[config.mk]
export PLATFORM = sky130hd
export DESIGN_NAME = agbp_norm
export DESIGN_NICKNAME = d
export VERILOG_FILES = /design/src/hw/rtl/agbp_pkg.sv /design/src/hw/rtl/agbp_norm.sv
export SDC_FILE = /design/constraint.sdc
export NUM_CORES = 2
export LEC_CHECK = 0
export BUFFER_PORTS_ARGS = -buffer_cell sky130_fd_sc_hd__buf_2
export CAP_MARGIN = 5
export CORE_MARGIN = 8
export CORE_UTILIZATION = 45
export CTS_CLUSTER_SIZE = 20
export DETAILED_ROUTE_END_ITERATION = 6
export GPL_TIMING_DRIVEN = 0
export PLACE_DENSITY = 0.7
export SLEW_MARGIN = 20
export SYNTH_ARGS = -nofsm -noshare
export SYNTH_HDL_FRONTEND = slang
export SYNTH_SLANG_ARGS = --single-unit
[constraint.sdc]
create_clock -name clk -period 11.5 [get_ports clk]
set_input_delay 0.575 -clock clk [delete_from_list [all_inputs] [get_ports clk]]
set_output_delay 0.575 -clock clk [all_outputs]
set_load 0.02 [all_outputs]
[src/hw/rtl/agbp_pkg.sv]
// ----------------------------------------------------------------------------
// agbp_pkg: shared definitions for the ambient gradient bloom pixel painter
// Widths, fixed-point constants, interface structs and the channel blend.
// ----------------------------------------------------------------------------
`default_nettype none

package agbp_pkg;

    localparam int COORD_W       = 10;
    localparam int DIM_W         = 11;
    localparam int MAX_DIMENSION = 1024;
    localparam int Q_W           = 17;
    localparam int WGT_W         = 16;
    localparam int CH_W          = 16;

    localparam int NUM_W         = COORD_W + 16;
    localparam int DIV_STEP      = 2;
    localparam int DIV_STAGES    = NUM_W / DIV_STEP;

    localparam int RECIP_K       = 17;
    localparam int RCP_W         = 20;
    localparam int DX_W          = 18;
    localparam int SQ_W          = 2 * DX_W;
    localparam int SQ_IN_W       = 32;
    localparam int SQ_ROOT_W     = 16;
    localparam int SQ_REM_W      = 18;
    localparam int SQ_STEP       = 2;
    localparam int SQ_STAGES     = SQ_ROOT_W / SQ_STEP;

    // Axis order: accent x, accent y, top x, top y.
    localparam logic [15:0] AXIS_CENTER [4] = '{16'd51118, 16'd17039, 16'd32768, 16'd2621};
    localparam logic [15:0] AXIS_RADIUS [4] = '{16'd29491, 16'd19661, 16'd43909, 16'd28836};
    localparam logic [RCP_W-1:0] AXIS_RECIP [4] = '{
        RCP_W'((64'd1 << (16 + RECIP_K)) / 64'd29491),
        RCP_W'((64'd1 << (16 + RECIP_K)) / 64'd19661),
        RCP_W'((64'd1 << (16 + RECIP_K)) / 64'd43909),
        RCP_W'((64'd1 << (16 + RECIP_K)) / 64'd28836)
    };
    // Bloom order: accent, top.
    localparam logic [15:0] BLOOM_GAIN [2] = '{16'd40632, 16'd55706};

    localparam logic [7:0]  BG_COLOR [3] = '{8'd7, 8'd7, 8'd9};
    localparam logic [Q_W-1:0] WASH_TINT = 17'd10486;

    typedef enum logic [2:0] {
        REG_FRAME_WIDTH    = 3'd0,
        REG_FRAME_HEIGHT   = 3'd1,
        REG_DOMINANT_RED   = 3'd2,
        REG_DOMINANT_GREEN = 3'd3,
        REG_DOMINANT_BLUE  = 3'd4,
        REG_ACCENT_RED     = 3'd5,
        REG_ACCENT_GREEN   = 3'd6,
        REG_ACCENT_BLUE    = 3'd7
    } cfg_reg_t;

    typedef struct packed {
        logic [Q_W-1:0] fx;
        logic [Q_W-1:0] fy;
    } norm_t;

    typedef struct packed {
        logic [WGT_W-1:0] wa;
        logic [WGT_W-1:0] wt;
        logic [Q_W-1:0]   fy;
    } bloom_t;

    typedef struct packed {
        logic [7:0] red;
        logic [7:0] green;
        logic [7:0] blue;
    } rgb_t;

    // Blend a toward b by weight t, rounded half up.
    function automatic logic [CH_W-1:0] blend_q16(input logic [CH_W-1:0] a,
                                                  input logic [CH_W-1:0] b,
                                                  input logic [Q_W-1:0] t);
        logic signed [17:0] diff;
        logic signed [35:0] prod;
        logic signed [36:0] acc;
        diff = $signed({2'b00, b}) - $signed({2'b00, a});
        prod = diff * $signed({1'b0, t});
        acc  = $signed({5'b00000, a, 16'h0000}) + 37'(prod) + 37'sd32768;
        return acc[31:16];
    endfunction

endpackage

`default_nettype wire

[src/hw/rtl/agbp_norm.sv]
// ----------------------------------------------------------------------------
// agbp_norm: coordinate normalizer
// Clamps both coordinates to the frame and divides by the dimension minus one
// in a pipelined restoring divider, two quotient bits per stage.
// ----------------------------------------------------------------------------
`default_nettype none

module agbp_norm (
    input  wire logic                          clk,
    input  wire logic                          rst_n,
    input  wire logic                          en,
    input  wire logic                          in_valid,
    output logic                               in_ready,
    input  wire logic [agbp_pkg::COORD_W-1:0]  column,
    input  wire logic [agbp_pkg::COORD_W-1:0]  row,
    input  wire logic [agbp_pkg::DIM_W-1:0]    width,
    input  wire logic [agbp_pkg::DIM_W-1:0]    height,
    output logic                               out_valid,
    output agbp_pkg::norm_t                    out_data
);
    import agbp_pkg::*;

    logic                 v_reg    [DIV_STAGES+1];
    logic [NUM_W-1:0]     num_reg  [DIV_STAGES+1][2];
    logic [COORD_W-1:0]   rem_reg  [DIV_STAGES+1][2];
    logic [Q_W-1:0]       q_reg    [DIV_STAGES+1][2];
    logic [COORD_W-1:0]   div_reg  [DIV_STAGES+1][2];
    logic                 zero_reg [DIV_STAGES+1][2];

    logic [NUM_W-1:0]     num_next [DIV_STAGES+1][2];
    logic [COORD_W-1:0]   rem_next [DIV_STAGES+1][2];
    logic [Q_W-1:0]       q_next   [DIV_STAGES+1][2];
    logic [COORD_W-1:0]   div_next [2];
    logic                 zero_next[2];

    assign in_ready = en | ~v_reg[0];

    always_comb
    begin
        logic [COORD_W-1:0] pos;
        logic [DIM_W-1:0]   dim;
        logic [DIM_W-1:0]   dim_eff;
        logic [COORD_W-1:0] dmax;
        logic [COORD_W-1:0] pc;
        logic [NUM_W-1:0]   n;
        logic [COORD_W-1:0] r;
        logic [Q_W-1:0]     q;
        logic [COORD_W:0]   t;
        for (int l = 0; l < 2; l++)
        begin
            pos = (l == 0) ? column : row;
            dim = (l == 0) ? width : height;
            if (dim == '0)
            begin
                dim_eff = DIM_W'(1);
            end
            else if (dim > DIM_W'(MAX_DIMENSION))
            begin
                dim_eff = DIM_W'(MAX_DIMENSION);
            end
            else
            begin
                dim_eff = dim;
            end
            dmax = COORD_W'(dim_eff - DIM_W'(1));
            pc = (pos > dmax) ? dmax : pos;
            div_next[l]    = dmax;
            zero_next[l]   = (dim_eff == DIM_W'(1));
            num_next[0][l] = {pc, 16'h0000} + NUM_W'(dmax >> 1);
            rem_next[0][l] = '0;
            q_next[0][l]   = '0;
        end
        for (int s = 1; s <= DIV_STAGES; s++)
        begin
            for (int l = 0; l < 2; l++)
            begin
                n = num_reg[s-1][l];
                r = rem_reg[s-1][l];
                q = q_reg[s-1][l];
                for (int k = 0; k < DIV_STEP; k++)
                begin
                    t = {r, n[NUM_W-1]};
                    n = n << 1;
                    if (t >= {1'b0, div_reg[s-1][l]})
                    begin
                        r = COORD_W'(t - {1'b0, div_reg[s-1][l]});
                        q = {q[Q_W-2:0], 1'b1};
                    end
                    else
                    begin
                        r = t[COORD_W-1:0];
                        q = {q[Q_W-2:0], 1'b0};
                    end
                end
                num_next[s][l] = n;
                rem_next[s][l] = r;
                q_next[s][l]   = q;
            end
        end
    end

    always_ff @(posedge clk or negedge rst_n)
    begin
        if (!rst_n)
        begin
            for (int s = 0; s <= DIV_STAGES; s++)
            begin
                v_reg[s] <= 1'b0;
            end
        end
        else
        begin
            if (in_ready)
            begin
                v_reg[0] <= in_valid;
            end
            if (en)
            begin
                for (int s = 1; s <= DIV_STAGES; s++)
                begin
                    v_reg[s] <= v_reg[s-1];
                end
            end
        end
    end

    always_ff @(posedge clk)
    begin
        if (in_ready)
        begin
            for (int l = 0; l < 2; l++)
            begin
                num_reg[0][l]  <= num_next[0][l];
                rem_reg[0][l]  <= rem_next[0][l];
                q_reg[0][l]    <= q_next[0][l];
                div_reg[0][l]  <= div_next[l];
                zero_reg[0][l] <= zero_next[l];
            end
        end
        if (en)
        begin
            for (int s = 1; s <= DIV_STAGES; s++)
            begin
                for (int l = 0; l < 2; l++)
                begin
                    num_reg[s][l]  <= num_next[s][l];
                    rem_reg[s][l]  <= rem_next[s][l];
                    q_reg[s][l]    <= q_next[s][l];
                    div_reg[s][l]  <= div_reg[s-1][l];
                    zero_reg[s][l] <= zero_reg[s-1][l];
                end
            end
        end
    end

    assign out_valid   = v_reg[DIV_STAGES];
    assign out_data.fx = zero_reg[DIV_STAGES][0] ? '0 : q_reg[DIV_STAGES][0];
    assign out_data.fy = zero_reg[DIV_STAGES][1] ? '0 : q_reg[DIV_STAGES][1];

endmodule

`default_nettype wire

# == After elaboration in Yosys (flattened, before gate mapping) ==
# Memories as Yosys holds them, arrays and structs flattened.
# Index checks and enable logic that the tools add are counted.
# op_classes
addsub,56
magnitude_cmp,56
eq_ne,2
muxes,116
bitwise,2
reduce_logical,2
# ops
operator,n
$ge A11 B10 Y1,52
$mux W10,54
$sub A10 B10 Y10,52
$mux W1,56
$add A26 B9 Y26,2
$mux W11,4
$mux W17,2
$eq A11 B1 Y1 const B,2
$gt A11 B11 Y1 const B,2
$logic_not A11 Y1,2
$gt A10 B10 Y1,2
$sub A10 B1 Y10 const B,2
$not A1 Y1,1
$or A1 B1 Y1,1
# totals
ff_bits,14
mem_bits_rw,1792
in_bits,46
output_inout_bits,36
word_cells,253
mem_count,5
# memory_table
memory,depth,width,rd,rd_clocked_by_memory_dff,wr,line,source
num_reg,14,52,13,0,14,agbp_norm.sv:24,logic [NUM_W-1:0] num_reg [DIV_STAGES+1][2];
q_reg,14,34,14,0,14,agbp_norm.sv:26,logic [Q_W-1:0] q_reg [DIV_STAGES+1][2];
div_reg,14,20,13,0,14,agbp_norm.sv:27,logic [COORD_W-1:0] div_reg [DIV_STAGES+1][2];
rem_reg,14,20,13,0,14,agbp_norm.sv:25,logic [COORD_W-1:0] rem_reg [DIV_STAGES+1][2];
zero_reg,14,2,14,0,14,agbp_norm.sv:28,logic zero_reg [DIV_STAGES+1][2];

# == Depth between registers and ports, before layout ==
# logic_depth
ltp_word,7
ltp_mapped,21
mapped_depth_nobuf,19

# == Worst setup path before layout ==
# OpenSTA, ideal clock, no wires.
# synth_path
path_type,reg-to-reg
from,memory div_reg[0][71] (netlist name)
to,memory rem_reg[0][91] (netlist name) (data pin)
setup_ns,0.260
arrival_time_ns,4.411
setup_slack_ns,6.829
stages_incl_launch_ff,19
path_buffers,1
synth_period_minus_slack_ns,4.671
path_cell_list,edfxtp_1 > inv_1 > ha_1 > nor2b_1 > o31a_1 > o31ai_4 > a21oi_1 > or2_2 > clkbuf_1 > mux2_2 > ha_1 > nand3_1 > a21oi_1 > a211oi_1 > o211ai_1 > a21oi_1 > nor3_1 > a2111oi_4 > mux2_2
# synth_lines
item,line
start: declaration,agbp_norm.sv:27
end: declaration,agbp_norm.sv:25

==> impl_metrics.tcl <==
set metrics [dict create \
    cts_buffer_depth 3 \
    syn-num-nets 5236 \
    wl_per_cell_um 15.73 \
    largest_register_ffs 258 \
    rsz0062_at_grt "no" \
    clkTransAtPathRegs_ns 0.05 \
    synth.distinct_cells 80 \
    synth_edf_count 750 \
    ys_seq_elements 764 \
    gp_congestion 0.8916 \
    fillers 9916 \
    finalNetCount 5416 \
    syn_to_final_growth_pct 10.71 \
    grt_max_degree 102 \
    ant_nets 0 \
    grt_pass1_wl_mm 166.5 \
    clkSinkCount 764 \
    setup_ws_ns 5.746 \
    hold_class "input port to flop" \
    ys_warn_count 0 \
    use_met1_pct 19.23 \
    first_iter_violations 1840 \
    globalRouteTotalUtil_pct 15.97 \
    vias 34501 \
    port_buffers 80 \
    antenna_found_initial 1 \
    use_met3_pct 2.176 \
    slew_headroom_pct 25.36 \
    firstDrtPassIters 5 \
    yosysTopAreaCellShare_pct 44.41 \
    die_h_um 351.7 \
    critical_path_arrival_ns 6.14 \
    row_count 123 \
    post-place-cells 6214 \
    synth_cells 4626 \
    synth.largest_area_cell "edfxtp_1" \
    max_freq_mhz 173.8 \
    path_class "flop to flop" \
    routed_wl_mm 100.3 \
    finalCriticalPeriod_ns 5.754 \
    start_util_pct 45.20 \
    syn_area_um2 50710 \
    power_density_nw_per_um2 337.8 \
    cts_setup_buffers 0 \
    start_kind "flop" \
    setup_viol 0 \
    cp_data_required_time_ns 11.88 \
    cts_tree "built" \
    yosys.cell_count.top_type "edfxtp_1" \
    core_um2 112200 \
    r2r_slack_ns 5.75 \
    chipWidth_um 351.7 \
    async_reset_ff_share_pct 1.832 \
    antenna_cells 0 \
    synth_common_cells "edfxtp_1, ha_1, inv_1, a21oi_1, nor2_1" \
    dp_hpwl_mm 77.85 \
    drc 0 \
    maxSlewViolCount 0 \
    stdcell_count 6374 \
    dp_worst_setup_slack_ns 5.797 \
    cts_hold_buf 1 \
    die_area_um2 123700 \
    fin_setup_tns_ns 0 \
    ios 82 \
    viasPerCell 5.413 \
    fin_skew_ns 0.02757 \
    crit_fanout 10 \
    leakagePower_nw 23.14 \
    synth.area.top_cells "edfxtp_1, ha_1, mux2_2" \
    ys.flop_type "edfxtp_1" \
    cts-root-buf "clkbuf_16" \
    post_cts_resized 0 \
    endpoint_kind "flop" \
    use_met2_pct 29.44 \
    synth-seq-area-share_pct 45.10 \
    cts_buffers 89 \
    hold_viol 0 \
    grt.busiest_layer "met2" \
    grt.overflow.total 0 \
    ir_worst_vdd_mv 0.1693 \
    timing.final.crit_share_pct 50.04 \
    final_layout_size_suffix_gt1_share_pct 11.74 \
    syn_area_per_cell_um2 10.96 \
    grt_pass1_vias 34626 \
    drv_cap 0 \
    status "complete, no violations" \
    cts_htree_levels 3 \
    hold-worst-slack_ns 0.1338 \
    clkLatencyLatePin_ns 0.65 \
    worst_pin_slew_ns 1.091 \
]
final cells by class:
type / instances / area, um^2 / area share [%]
repair buffers: 89 / 633.1 / 1.128
clock buffers: 95 / 2292 / 4.083
plain buffers: 52 / 219.0 / 0.3900
flip-flops and latches: 764 / 22870 / 40.74
multi-input cells: 3392 / 26050 / 46.41
well taps: 1500 / 1877 / 3.343
inverters: 418 / 1569 / 2.795
clock inverters: 64 / 624.3 / 1.112
worst max-delay path, cell delays in order, from the launching register on:
cell and delay (ns):
edfxtp_1 0.36, inv_1 0.07, ha_1 0.37, and4_1 0.33
o21ai_0 0.11, a21oi_1 0.22, nor2_1 0.08, o21ai_1 0.38
clkbuf_1 0.42, nor2_1 0.07, a21oi_1 0.30, ha_1 0.31
nor2b_1 0.13, o21ai_0 0.26, a21o_1 0.19, a21oi_1 0.11
o21bai_1 0.20, a221oi_1 0.79, and2_1 0.22, buf_2 0.22
mux2_2 0.36
report_power, final:
group          total [mW]  switching, mW  internal, mW
clock                2.77           1.14          1.64
combinational        11.5           6.00          5.50
sequential           4.70          0.362          4.34
metal layers:
metal / vias up / share of wire, %
li1: 17461 / -
met1: 16319 / 44
met2: 528 / 50
met3: 191 / 3.3
met4: 2 / 2.7
met5: - / 0.013
logic make-up after synthesis:
logic type	after synthesis	share of synthesized area, %
multiplexers	307	6.746
adder cells (fa/ha/maj)	564	14.54
XOR/XNOR	331	5.717
AND/OR/NAND/NOR	1049	10.09
AO/OA/AOI/OAI	1141	14.28
buffers and inverters	470	3.526
flip-flops	764	45.10
cells in the final DEF (no fill, tap or decap), types with 51 or more instances in the layout:
master	Yosys	final
edfxtp_1	750	750
ha_1	522	522
inv_1	416	416
a21oi_1	375	375
nor2_1	306	306
mux2_2	278	278
o21ai_0	255	255
nand2_1	217	217
xnor2_1	198	198
a21o_1	162	162
xor2_1	133	133
nor2b_1	119	119
buf_2	19	98
clkbuf_16	0	91
nor3_1	88	88
nand2b_1	83	82
nand3_1	59	59
o21a_1	55	55
nand4_1	51	51
path summary, 6_finish.rpt:
| path | cells after the start | endpoint | startpoint |
|---|---|---|---|
| min in group asynchronous | 2 | v_reg[1] | rst_n |
| worst max-delay path | 20 | rem_reg[0][48] | div_reg[0][26] |
| worst min-delay path | 2 | v_reg[13] | in_valid |
| worst max register to register | 20 | rem_reg[0][48] | div_reg[0][26] |
| max in group asynchronous | 2 | v_reg[10] | rst_n |
| worst min register to register | 0 | zero_reg[1][4] | zero_reg[1][2] |
per-stage QoR:
step	instance area [um^2]	utilization (%)	power, mW
after floorplan	50710	-	13.90
after global placement	52990	47.23	15.91
after detailed placement	53210	47.43	16.11
after CTS	56140	50.04	19.05
after global routing	56140	50.04	20.58
final	56140	50.04	18.97
(Power assumes the default switching activity.)
